## src/rtl/reliable_channel_sequencer_defines.svh

```systemverilog
// Assertion macros shared by the channel sequencer RTL.
// Define NO_ASSERTIONS to compile them out.
`ifndef RELIABLE_CHANNEL_SEQUENCER_DEFINES_SVH
`define RELIABLE_CHANNEL_SEQUENCER_DEFINES_SVH

`ifndef NO_ASSERTIONS

// Same-cycle implication, checked at every clock edge out of reset
`define RCS_ASSERT_IMPLY(label, clk, rst_n, ante, cons) \
    label: assert property (@(posedge clk) disable iff (!(rst_n)) (ante) |-> (cons)) \
        else $error("rcs: same-cycle check failed");

// Next-cycle implication
`define RCS_ASSERT_NEXT(label, clk, rst_n, ante, cons) \
    label: assert property (@(posedge clk) disable iff (!(rst_n)) (ante) |=> (cons)) \
        else $error("rcs: next-cycle check failed");

`else

`define RCS_ASSERT_IMPLY(label, clk, rst_n, ante, cons)
`define RCS_ASSERT_NEXT(label, clk, rst_n, ante, cons)

`endif

`endif

```

## src/rtl/rcs_pkg.sv

```systemverilog
package rcs_pkg;

    localparam int LEN_W = 11;
    localparam int SEQ_W = 31;
    localparam int WORD_W = 32;

    // command codes
    localparam logic CMD_TX = 1'b0;
    localparam logic CMD_RX = 1'b1;

    // configuration register indexes
    localparam logic CFG_IS_CLIENT = 1'b0;
    localparam logic CFG_QPORT     = 1'b1;

    typedef struct packed {
        logic              command;
        logic [LEN_W-1:0]  pending_bytes;
        logic              pending_overflow;
        logic [LEN_W-1:0]  unreliable_bytes;
        logic [WORD_W-1:0] rx_first_word;
        logic [WORD_W-1:0] rx_second_word;
    } t_item;

    typedef struct packed {
        logic              fatal_overflow;
        logic [WORD_W-1:0] first_header_word;
        logic [WORD_W-1:0] second_header_word;
        logic              reliable_sent;
        logic [LEN_W-1:0]  reliable_bytes_sent;
        logic              unreliable_sent;
        logic [LEN_W-1:0]  packet_bytes;
        logic              pending_taken;
        logic              packet_accepted;
        logic [SEQ_W-1:0]  packets_dropped;
    } t_result;

endpackage

```

## src/rtl/rcs_core.sv

```systemverilog
module rcs_core
    import rcs_pkg::*;
#(
    parameter int MAX_PACKET_BYTES = 1400
) (
    input  logic    i_clk,
    input  logic    i_rst_n,
    input  logic    i_advance,
    input  t_item   i_item,
    input  logic    i_is_client,
    output t_result o_result
);

    // wide enough for header + qport + two full lengths and the limit
    localparam int SIZE_W = $clog2(MAX_PACKET_BYTES + 4104);
    localparam logic [SIZE_W-1:0] PKT_CAP  = SIZE_W'(MAX_PACKET_BYTES);
    localparam logic [SIZE_W-1:0] LIMIT    = SIZE_W'(MAX_PACKET_BYTES - 9);
    localparam logic [SIZE_W-1:0] HDR_SIZE = SIZE_W'(8);

    logic [SEQ_W-1:0] r_next_send, n_next_send;
    logic [SEQ_W-1:0] r_last_rx, n_last_rx;
    logic [SEQ_W-1:0] r_peer_ack, n_peer_ack;
    logic             r_peer_ack_bit, n_peer_ack_bit;
    logic             r_rx_rel_bit, n_rx_rel_bit;
    logic             r_tx_rel_bit, n_tx_rel_bit;
    logic [SEQ_W-1:0] r_last_rel_send, n_last_rel_send;
    logic [LEN_W-1:0] r_held, n_held;

    logic             overflow;
    logic             send_rel;
    logic             take;
    logic [LEN_W-1:0] held_now;
    logic [SIZE_W-1:0] base_size;
    logic [SIZE_W-1:0] total_size;
    logic             unrel_ok;
    logic [SEQ_W-1:0] rx_seq;

    // one item's decisions and the state it leaves behind
    always_comb begin
        n_next_send     = r_next_send;
        n_last_rx       = r_last_rx;
        n_peer_ack      = r_peer_ack;
        n_peer_ack_bit  = r_peer_ack_bit;
        n_rx_rel_bit    = r_rx_rel_bit;
        n_tx_rel_bit    = r_tx_rel_bit;
        n_last_rel_send = r_last_rel_send;
        n_held          = r_held;
        o_result        = '0;

        overflow = i_item.pending_overflow || (SIZE_W'(i_item.pending_bytes) > LIMIT);
        send_rel = (r_peer_ack > r_last_rel_send) && (r_peer_ack_bit != r_tx_rel_bit);
        take     = (r_held == '0) && (i_item.pending_bytes != '0);
        if (take) begin
            send_rel = 1'b1;
        end
        held_now   = take ? i_item.pending_bytes : r_held;
        base_size  = HDR_SIZE + SIZE_W'(i_is_client)
                   + (send_rel ? SIZE_W'(held_now) : '0);
        total_size = base_size + SIZE_W'(i_item.unreliable_bytes);
        unrel_ok   = (total_size <= PKT_CAP);
        rx_seq     = i_item.rx_first_word[SEQ_W-1:0];

        case (i_item.command)
            CMD_TX: begin
                if (overflow) begin
                    o_result.fatal_overflow = 1'b1;
                end else begin
                    if (take) begin
                        n_held       = i_item.pending_bytes;
                        n_tx_rel_bit = ~r_tx_rel_bit;
                    end
                    n_next_send = r_next_send + 1'b1;
                    if (send_rel) begin
                        n_last_rel_send = r_next_send + 1'b1;
                    end
                    o_result.first_header_word   = {send_rel, r_next_send};
                    o_result.second_header_word  = {r_rx_rel_bit, r_last_rx};
                    o_result.reliable_sent       = send_rel;
                    o_result.reliable_bytes_sent = send_rel ? held_now : '0;
                    o_result.unreliable_sent     = unrel_ok;
                    o_result.packet_bytes = unrel_ok ? total_size[LEN_W-1:0]
                                                     : base_size[LEN_W-1:0];
                    o_result.pending_taken       = take;
                end
            end
            CMD_RX: begin
                // stale or duplicate sequences leave everything alone
                if (rx_seq > r_last_rx) begin
                    o_result.packet_accepted = 1'b1;
                    o_result.packets_dropped = rx_seq - r_last_rx - 1'b1;
                    if (i_item.rx_second_word[WORD_W-1] == r_tx_rel_bit) begin
                        n_held = '0;
                    end
                    n_last_rx      = rx_seq;
                    n_peer_ack     = i_item.rx_second_word[SEQ_W-1:0];
                    n_peer_ack_bit = i_item.rx_second_word[WORD_W-1];
                    if (i_item.rx_first_word[WORD_W-1]) begin
                        n_rx_rel_bit = ~r_rx_rel_bit;
                    end
                end
            end
            default: begin
                o_result = '0;
            end
        endcase
    end

    // channel state, committed as the item moves to the result register
    always_ff @(posedge i_clk) begin
        if (!i_rst_n) begin
            r_next_send     <= SEQ_W'(1);
            r_last_rx       <= '0;
            r_peer_ack      <= '0;
            r_peer_ack_bit  <= 1'b0;
            r_rx_rel_bit    <= 1'b0;
            r_tx_rel_bit    <= 1'b0;
            r_last_rel_send <= '0;
            r_held          <= '0;
        end else if (i_advance) begin
            r_next_send     <= n_next_send;
            r_last_rx       <= n_last_rx;
            r_peer_ack      <= n_peer_ack;
            r_peer_ack_bit  <= n_peer_ack_bit;
            r_rx_rel_bit    <= n_rx_rel_bit;
            r_tx_rel_bit    <= n_tx_rel_bit;
            r_last_rel_send <= n_last_rel_send;
            r_held          <= n_held;
        end
    end

endmodule

```

## src/rtl/reliable_channel_sequencer.sv

```systemverilog
// Reliable channel sequencer: header sequencing of one datagram channel.
// Path: an accepted item is held in the input register, then its result in the result
// register; throughput one item per cycle while the output is not stalled, set by the
// single pass of compare/add logic between the two registers.
// Reset (i_rst_n low, synchronous): pipeline empty, sequence state to its
// initial values (send sequence 1, all else 0), is_client cleared.
`include "reliable_channel_sequencer_defines.svh"

module reliable_channel_sequencer
    import rcs_pkg::*;
#(
    parameter int MAX_PACKET_BYTES = 1400
) (
    input  logic              i_clk,
    input  logic              i_rst_n,
    // configuration writes
    input  logic              i_cfg_valid,
    output logic              o_cfg_ready,
    input  logic              i_cfg_index,
    input  logic [7:0]        i_cfg_data,
    // input items
    input  logic              i_valid,
    output logic              o_stall,
    input  logic              i_command,
    input  logic [LEN_W-1:0]  i_pending_bytes,
    input  logic              i_pending_overflow,
    input  logic [LEN_W-1:0]  i_unreliable_bytes,
    input  logic [WORD_W-1:0] i_rx_first_word,
    input  logic [WORD_W-1:0] i_rx_second_word,
    // result items
    output logic              o_valid,
    input  logic              i_stall,
    output logic              o_fatal_overflow,
    output logic [WORD_W-1:0] o_first_header_word,
    output logic [WORD_W-1:0] o_second_header_word,
    output logic              o_reliable_sent,
    output logic [LEN_W-1:0]  o_reliable_bytes_sent,
    output logic              o_unreliable_sent,
    output logic [LEN_W-1:0]  o_packet_bytes,
    output logic              o_pending_taken,
    output logic              o_packet_accepted,
    output logic [SEQ_W-1:0]  o_packets_dropped
);

    logic    r_is_client;
    logic    r_in_valid;
    t_item   r_in;
    logic    r_out_valid;
    t_result r_out;
    t_result core_result;
    logic    out_advance;
    logic    in_advance;

    // configuration; the qport byte itself rides with the payload elsewhere
    assign o_cfg_ready = 1'b1;

    always_ff @(posedge i_clk) begin
        if (!i_rst_n) begin
            r_is_client <= 1'b0;
        end else if (i_cfg_valid && (i_cfg_index == CFG_IS_CLIENT)) begin
            r_is_client <= i_cfg_data[0];
        end
    end

    // pipeline flow
    assign out_advance = r_in_valid && (!r_out_valid || !i_stall);
    assign in_advance  = !r_in_valid || out_advance;
    assign o_stall     = !in_advance;

    // input register
    always_ff @(posedge i_clk) begin
        if (!i_rst_n) begin
            r_in_valid <= 1'b0;
        end else if (in_advance) begin
            r_in_valid <= i_valid;
        end
    end

    always_ff @(posedge i_clk) begin
        if (in_advance && i_valid) begin
            r_in.command          <= i_command;
            r_in.pending_bytes    <= i_pending_bytes;
            r_in.pending_overflow <= i_pending_overflow;
            r_in.unreliable_bytes <= i_unreliable_bytes;
            r_in.rx_first_word    <= i_rx_first_word;
            r_in.rx_second_word   <= i_rx_second_word;
        end
    end

    rcs_core #(
        .MAX_PACKET_BYTES(MAX_PACKET_BYTES)
    ) u_core (
        .i_clk       (i_clk),
        .i_rst_n     (i_rst_n),
        .i_advance   (out_advance),
        .i_item      (r_in),
        .i_is_client (r_is_client),
        .o_result    (core_result)
    );

    // result register
    always_ff @(posedge i_clk) begin
        if (!i_rst_n) begin
            r_out_valid <= 1'b0;
        end else if (!r_out_valid || !i_stall) begin
            r_out_valid <= r_in_valid;
        end
    end

    always_ff @(posedge i_clk) begin
        if (out_advance) begin
            r_out <= core_result;
        end
    end

    assign o_valid               = r_out_valid;
    assign o_fatal_overflow      = r_out.fatal_overflow;
    assign o_first_header_word   = r_out.first_header_word;
    assign o_second_header_word  = r_out.second_header_word;
    assign o_reliable_sent       = r_out.reliable_sent;
    assign o_reliable_bytes_sent = r_out.reliable_bytes_sent;
    assign o_unreliable_sent     = r_out.unreliable_sent;
    assign o_packet_bytes        = r_out.packet_bytes;
    assign o_pending_taken       = r_out.pending_taken;
    assign o_packet_accepted     = r_out.packet_accepted;
    assign o_packets_dropped     = r_out.packets_dropped;

    // a refused transmit carries no header
    `RCS_ASSERT_IMPLY(a_ovf_no_header, i_clk, i_rst_n, o_valid && o_fatal_overflow, o_first_header_word == '0 && o_packet_bytes == '0 && !o_reliable_sent)
    // an accepted receive item never reports transmit fields
    `RCS_ASSERT_IMPLY(a_rx_no_tx, i_clk, i_rst_n, o_valid && o_packet_accepted, !o_fatal_overflow && !o_reliable_sent && !o_pending_taken && o_packet_bytes == '0)
    // input side stalls only when both registers are full
    `RCS_ASSERT_IMPLY(a_stall_full, i_clk, i_rst_n, o_stall, r_in_valid && r_out_valid && i_stall)
    // a stalled input item is still in the input register next cycle
    `RCS_ASSERT_NEXT(a_stall_keeps, i_clk, i_rst_n, o_stall, r_in_valid)

endmodule
```

## config.mk

```make
export PLATFORM = sky130hd
export DESIGN_NAME = reliable_channel_sequencer
export DESIGN_NICKNAME = d
export VERILOG_FILES = /design/src/rtl/rcs_pkg.sv /design/src/rtl/rcs_core.sv /design/src/rtl/reliable_channel_sequencer.sv
export VERILOG_INCLUDE_DIRS = /design/src /design/src/rtl
export SDC_FILE = /design/constraint.sdc
export NUM_CORES = 1
export LEC_CHECK = 0
export ABC_AREA = 1
export BUFFER_PORTS_ARGS = -buffer_cell sky130_fd_sc_hd__buf_2
export CORE_AREA = 2 2 184 186
export CTS_BUF_LIST = sky130_fd_sc_hd__clkbuf_4
export CTS_CLUSTER_SIZE = 8
export DETAILED_ROUTE_END_ITERATION = 10
export DIE_AREA = 0 0 186 188
export GPL_ROUTABILITY_DRIVEN = 0
export MAX_ROUTING_LAYER = met4
export PLACE_DENSITY = 0.7
export SYNTH_ARGS = -nofsm -noshare
export SYNTH_HDL_FRONTEND = slang
export SYNTH_SLANG_ARGS = --single-unit
```

## constraint.sdc

```tcl
create_clock -name i_clk -period 5.3 [get_ports i_clk]
set_clock_uncertainty 0.2 [all_clocks]
set_input_delay 1.06 -clock i_clk [delete_from_list [all_inputs] [get_ports i_clk]]
set_output_delay 1.06 -clock i_clk [all_outputs]
set_load 0.01 [all_outputs]
```

After elaboration in Yosys (flattened, before gate mapping). Cells that the tools add are included.

Output and inout bits: 125. Logic and storage cells: 81. Register bits after elaboration: 351.

Eq/ne operators: 5. Bitwise gates (word level): 6. Magnitude comparators: 4. $add $sub $neg: 6. Mux-type cells: 10. Reductions and logical operators: 23.

Operator list (number): 11-bit 2-to-1 mux (6); 31-bit > comparator (2); 32-bit 2-to-1 mux (1); 31-bit by 1-bit adder with 31-bit output, second input constant (1); 31-bit by 1-bit subtractor with 31-bit output, second input constant (1); 31-bit subtractor (1); 11-bit case mux with 2 select lines (1); 4-bit AND reduction (4); 13-bit by 11-bit adder with 13-bit output (1); 13-bit adder (1); 13-bit by 11-bit <= comparator with 1-bit output, second input constant (1); 11-bit > comparator, second input constant (1); 11-bit logical NOT (1); 11-bit nonzero test (1); 1-bit inverter (6); 3-bit AND reduction (2); 4-bit by 1-bit adder with 5-bit output, first input constant (1); 1-bit logical AND (5); 1-bit logical NOT (4); 2-bit by 1-bit != test with 1-bit output, second input constant (2); 1-bit logical OR (3); 3-bit OR reduction (1); 1-bit 2-to-1 mux (2); 2-bit != test, second input constant (1); 4 further kinds (4).

Longest topological paths before layout.
Depth in word-level cells: 8. Gate-level depth with buffers: 39.

Hierarchy. From an unflattened synthesis, not the netlist that was laid out.

Cell total of the unflattened synthesis: 1745. Area, all modules: 16394.5 µm².

Modules (own cells, without submodules): rcs_core (instances 1, cells an instance 1513, area an instance 9937.0 µm²); reliable_channel_sequencer (instances 1, cells an instance 232, area an instance 6457.4 µm²).

Worst setup path after synthesis. No wires, ideal clock.

Kind: input-to-reg. Start point: input i_stall. End point: register u_core.r_tx_rel_bit. Setup time: 128 ps. Data required time: 4972 ps. Arrival: 4166 ps. Path slack: 806 ps. Stages on the path: 6. Path through: nand2_1 > nand2_1 > inv_1 > nand2_1 > o21ai_0 > a21oi_1.

Cells in the longest elaborated chain, start to end: 4.

RTL lines: from (decl) (RTL line reliable_channel_sequencer.sv:32) `input logic i_stall,`; 1-bit logical NOT (RTL line reliable_channel_sequencer.sv:66) `assign out_advance = r_in_valid && (!r_out_valid || !i_stall);`; 1-bit logical OR (RTL line reliable_channel_sequencer.sv:66); 1-bit logical AND (RTL line reliable_channel_sequencer.sv:66); via out_advance (RTL line reliable_channel_sequencer.sv:51) `logic out_advance;`; 4-bit AND reduction (no source line); to (signal assigned) (RTL line rcs_core.sv:125) `r_tx_rel_bit <= n_tx_rel_bit;`; to (decl) (RTL line rcs_core.sv:25) `logic r_tx_rel_bit, n_tx_rel_bit;`.

The timed path passes the listed nets, and every way through them passes these cells. A chain may end at the register's enable or synchronous reset.

Worst setup path after layout.
Start point: register u_core.r_last_rel_send[14]. End point: register r_out (netlist bit o_packet_bytes[0]) (data pin).

Cells in the longest elaborated chain, start to end: 8.

RTL lines: from (decl) (RTL line rcs_core.sv:26) `logic [SEQ_W-1:0] r_last_rel_send, n_last_rel_send;`; from (signal assigned) (RTL line rcs_core.sv:126) `r_last_rel_send <= n_last_rel_send;`; 31-bit > comparator * (RTL line rcs_core.sv:51) `send_rel = (r_peer_ack > r_last_rel_send) && (r_peer_ack_bit != r_tx_rel_bit);`; 1-bit logical AND * (RTL line rcs_core.sv:51); 1-bit 2-to-1 mux * (RTL line rcs_core.sv:53) `if (take) begin`; 11-bit 2-to-1 mux * (RTL line rcs_core.sv:58) `+ (send_rel ? SIZE_W'(held_now) : '0);`; 13-bit adder * (RTL line rcs_core.sv:58); 13-bit by 11-bit adder with 13-bit output (RTL line rcs_core.sv:59) `total_size = base_size + SIZE_W'(i_item.unreliable_bytes);`; 13-bit by 11-bit <= comparator with 1-bit output (RTL line rcs_core.sv:60) `unrel_ok = (total_size <= PKT_CAP);`; 11-bit 2-to-1 mux * (RTL line rcs_core.sv:81) `o_result.packet_bytes = unrel_ok ? total_size[LEN_W-1:0]`; to (signal assigned) (RTL line reliable_channel_sequencer.sv:112) `r_out <= core_result;`; to (decl) (RTL line reliable_channel_sequencer.sv:49) `t_result r_out;`.

Mark *: on every way between the ends. The rest lies on a longest branch, timed or not.

==> summary.md <==
| Metric | Value |
|---|---|
| Core box area | `0.0331 mm2` |
| Routed via count | `12801` |
| Syn_area_per_cell | `a little over 9 um2` |
| Synth-to-Final Area Change | `17.3%` |
| Internal power | `4700 uW` |
| Gr busiest metal | `met2` |
| Pre-CTS setup slack | `0.323 ns` |
| Psw | `1870 uW` |
| Final Max Tran Viols | `0` |
| Antenna Violating Nets Remaining | `0` |
| WHS | `0.266 ns` |
| Clock Sinks | `350` |
| Total die area | `0.0350 mm2` |
| Synth async-reset ratio | `0%` |
| Post-layout min period | `4.79 ns` |
| Port-buffer cells | `218` |
| CTS Hold Bufs | `0` |
| Antenna violations before repair | `4` |
| Ports | `227` |
| Vias in the first global route | `12741` |
| GR Util met2 | `a little over a third` |
| HP Class | `reg2reg` |
| Leakage | `0.00792 uW` |
| Post-synth cell types | `47` |
| Wire per inst | `14.9 um` |
| DRT iter0 DRCs | `888` |
| Main synth FF type | `edfxtp_1` |
| Rows | `67` |
| Layout fillers | `2941` |
| Relative slew slack | `a little over a quarter` |
| Status | `finished clean` |
| Final setup margin | `about 0.51 ns` |
| Peak supply drop | `just under 0.2 mV` |
| Max-Cap Viols | `0` |
| Req. time, crit path | `5.59 ns` |
| Flop and latch count out of synthesis | `350` |
| CP max FO | `23` |
| Initial Utilization | `48.9%` |
| # DRC | `0` |
| Slowest cell delay on critical path | `0.34 ns` |
| WP data arrival | `5.08 ns` |
| H-tree depth | `3` |
| Crit path buffers/inverters | `5` |
| Wirelength, routed | `37800 um` |
| Final Hold Vio Count | `0` |
| Area fraction of the dominant cell type after synthesis | `38.7%` |
| Combinational fraction of design power | `16.7%` |
| Critical Path End Type | `register` |
| Mapped cell area | `0.0162 mm2` |
| Top cells by area, synth | `edfxtp_1 39%, dfxtp_1 17%, nand2_1 6.4%, ha_1 6.1%, a21oi_1 5.7%` |
| Total chip power | `about 6600 uW` |
| Setup violations, final | `0` |
| Family with the most delay on the worst path | `simple AND/OR/NAND/NOR gates` |
| Seq pwr share | `47.0%` |
| Period Utilization, post-route | `between 90% and 100%` |
| Tot GR Track Use | `between 20% and 30%` |
| Mapped Cells | `1743` |
| GR Overflow Total | `0` |
| Pwr/cell area | `345 mW/mm2` |
| Layout cell share with drive strength beyond 1 | `~21%` |
| Syn_nets | `1926` |
| Proportion of power drawn by the clock network | `36.3%` |
| Global-route wire length before repair | `slightly above 60000 um` |
| Area of the multi-input gates | `0.00605 mm2` |
| CTS tree | `done` |
| Later-pin clock latency in the skew report | `0.75 ns` |
| Clock transition at path regs | `0.06 ns` |
| Worst-margin pin slew | `1.11 ns` |
| Crit path launch type | `register` |
| Die boundary height | `188 um` |
| Crit path top cell by count | `nand2_1` |
| Reg area | `about 0.0091 mm2` |
| Sequential area share after synthesis | `56.2%` |
| Largest net degree at the start of global routing | `92` |
| Die Span X | `186 um` |
| Area leader, netlist | `edfxtp_1` |
| Synth Warn # | `0` |
| Drt pass-1 iters | `5` |
| Num CTS Buffers | `a little over 90` |
| GR Util met1 | `27.7%` |
| Via/cell ratio | `5.04` |
| Sw Ratio | `28.5%` |
| Max Fclk | `roughly 0.21 GHz` |
| CP Class | `reg2reg` |
| Post-DP HPWL | `25800 um` |
| Root buffer cell | `clkbuf_4` |
| EDFF count, synth | `209` |
| Met3 Usage GRT | `5.19%` |
| Slowest cell on crit path | `dfxtp_1` |
| CTS Buffer Depth | `3` |
| Nets | `2196` |
==> per-layer routing <==
metal	vias to the layer above	wire length (um)
met3	64	2440
met2	389	17900
met5	-	0
met4	0	891
li1	6385	-
met1	5963	16500
==> worst min-delay path, delay by kind of cell, from the launching register on <==
kind	cells	cell delay, ns
AOI/OAI and AO/OA	1	0.05
DFF	1	0.31
and+or+nand+nor	1	0.06
==> power by group through the flow <==
stage	registers, uW	clock network (uW)	logic [uW]
global route	3100	2610	1240
detailed placement	3140	0	1060
finish	3090	2380	1090
CTS	3090	2460	1070
floorplan	3160	0	754
global placement	3140	0	1030
==> stage by stage <==
| stage | area [um2] | utilization [%] | TNS [ns] | instances |
|---|---|---|---|---|
| after detailed placement | 17700 | 53.5 | 0 | 2365 |
| after CTS | 18900 | 57.1 | 0 | 2534 |
| final | 19000 | 57.4 | 0 | 2540 |
| after floorplan | 16200 | - | 0 | 1743 |
| after global placement | 17700 | 53.5 | 0 | 2365 |
| after global routing | 19000 | 57.4 | -0.0859 | 2540 |
==> Yosys cell counts (all sizes together) (13+ instances only) <==
cell type	instances
ha	79
o21ai	130
edfxtp	209
inv	219
xnor2	13
nand3	46
nor2	251
dfxtp	141
clkbuf	38
nor3	21
buf	20
xor2	40
nand2	282
a21oi	186
==> layout by cell type, fill, tap and decap left out, drive strengths merged <==
master / instances
nand2: 282
nor2: 251
buf: 234
inv: 220
edfxtp: 209
a21oi: 186
clkbuf: 143
dfxtp: 141
o21ai: 130
ha: 79
nand3: 46
xor2: 40
clkinv: 25
nor3: 21
xnor2: 13
nand4: 12
a211oi: 8
nor4: 8
or2: 8
a21o: 7
o211ai: 5
diode: 4
nand3b: 3
o21bai: 3
o21a: 3
a21boi: 2
fa: 2
or3: 1
a41oi: 1
a221oi: 1
nor3b: 1
conb: 1
bufinv: 1
clkinvlp: 1
==> state kept, by name, summed over array words and instances, names as in the netlist <==
| signal | count |
|---|---|
| o_packet_accepted | 1 |
| o_pending_taken | 1 |
| o_second_header_word | 32 |
| o_first_header_word | 32 |
| o_packets_dropped | 31 |
| o_reliable_bytes_sent | 11 |
| r_in | 88 |
| u_core.r_peer_ack | 31 |
| r_in_valid | 1 |
| u_core.r_last_rx | 31 |
| u_core.r_tx_rel_bit | 1 |
| u_core.r_next_send | 31 |
| o_unreliable_sent | 1 |
| u_core.r_held | 11 |
| o_packet_bytes | 11 |
| r_is_client | 1 |
| u_core.r_rx_rel_bit | 1 |
| o_fatal_overflow | 1 |
| o_valid | 1 |
| u_core.r_last_rel_send | 31 |
| u_core.r_peer_ack_bit | 1 |
==> worst paths after layout <==
| check | from | to | slack, ns | cells after the start |
|---|---|---|---|---|
| max | u_core.r_last_rel_send[14] | o_packet_bytes[0] | 0.51 | 35 |
| min | u_core.r_last_rel_send[19] | u_core.r_last_rel_send[19] | 0.27 | 2 |
| max reg2reg | u_core.r_last_rel_send[14] | o_packet_bytes[0] | 0.51 | 35 |
| min reg2reg | u_core.r_last_rel_send[19] | u_core.r_last_rel_send[19] | 0.27 | 2 |
==> cell type report <==
type | count | area share [%]
well taps | 448 | 2.95
multi-input cells | 1114 | 31.9
clock buffers | 143 | 5.65
repair buffers | 234 | 6.53
flip-flops and latches | 350 | 47.9
clock inverters | 26 | 0.698
diodes | 4 | 0.0527
inverters | 221 | 4.39
==> cells by family after synthesis <==
| logic type | after synthesis | share of synthesized area [%] |
|---|---|---|
| AND/OR/NAND/NOR | 633 | 16.5 |
| flip-flops | 350 | 56.2 |
| AO/OA/AOI/OAI | 346 | 11.3 |
| buffers and inverters | 279 | 6.78 |
| adder cells (fa/ha/maj) | 81 | 6.35 |
| XOR/XNOR | 53 | 2.87 |
| other | 1 | 0.0231 |
==> what timing repair did <==
item / 4_1_cts / 5_1_grt
resized for setup: 0 / 13
buffers inserted: 0 / 2
setup endpoints to repair: 0 / 12
Note: power is estimated with default switching activity, not from simulation.
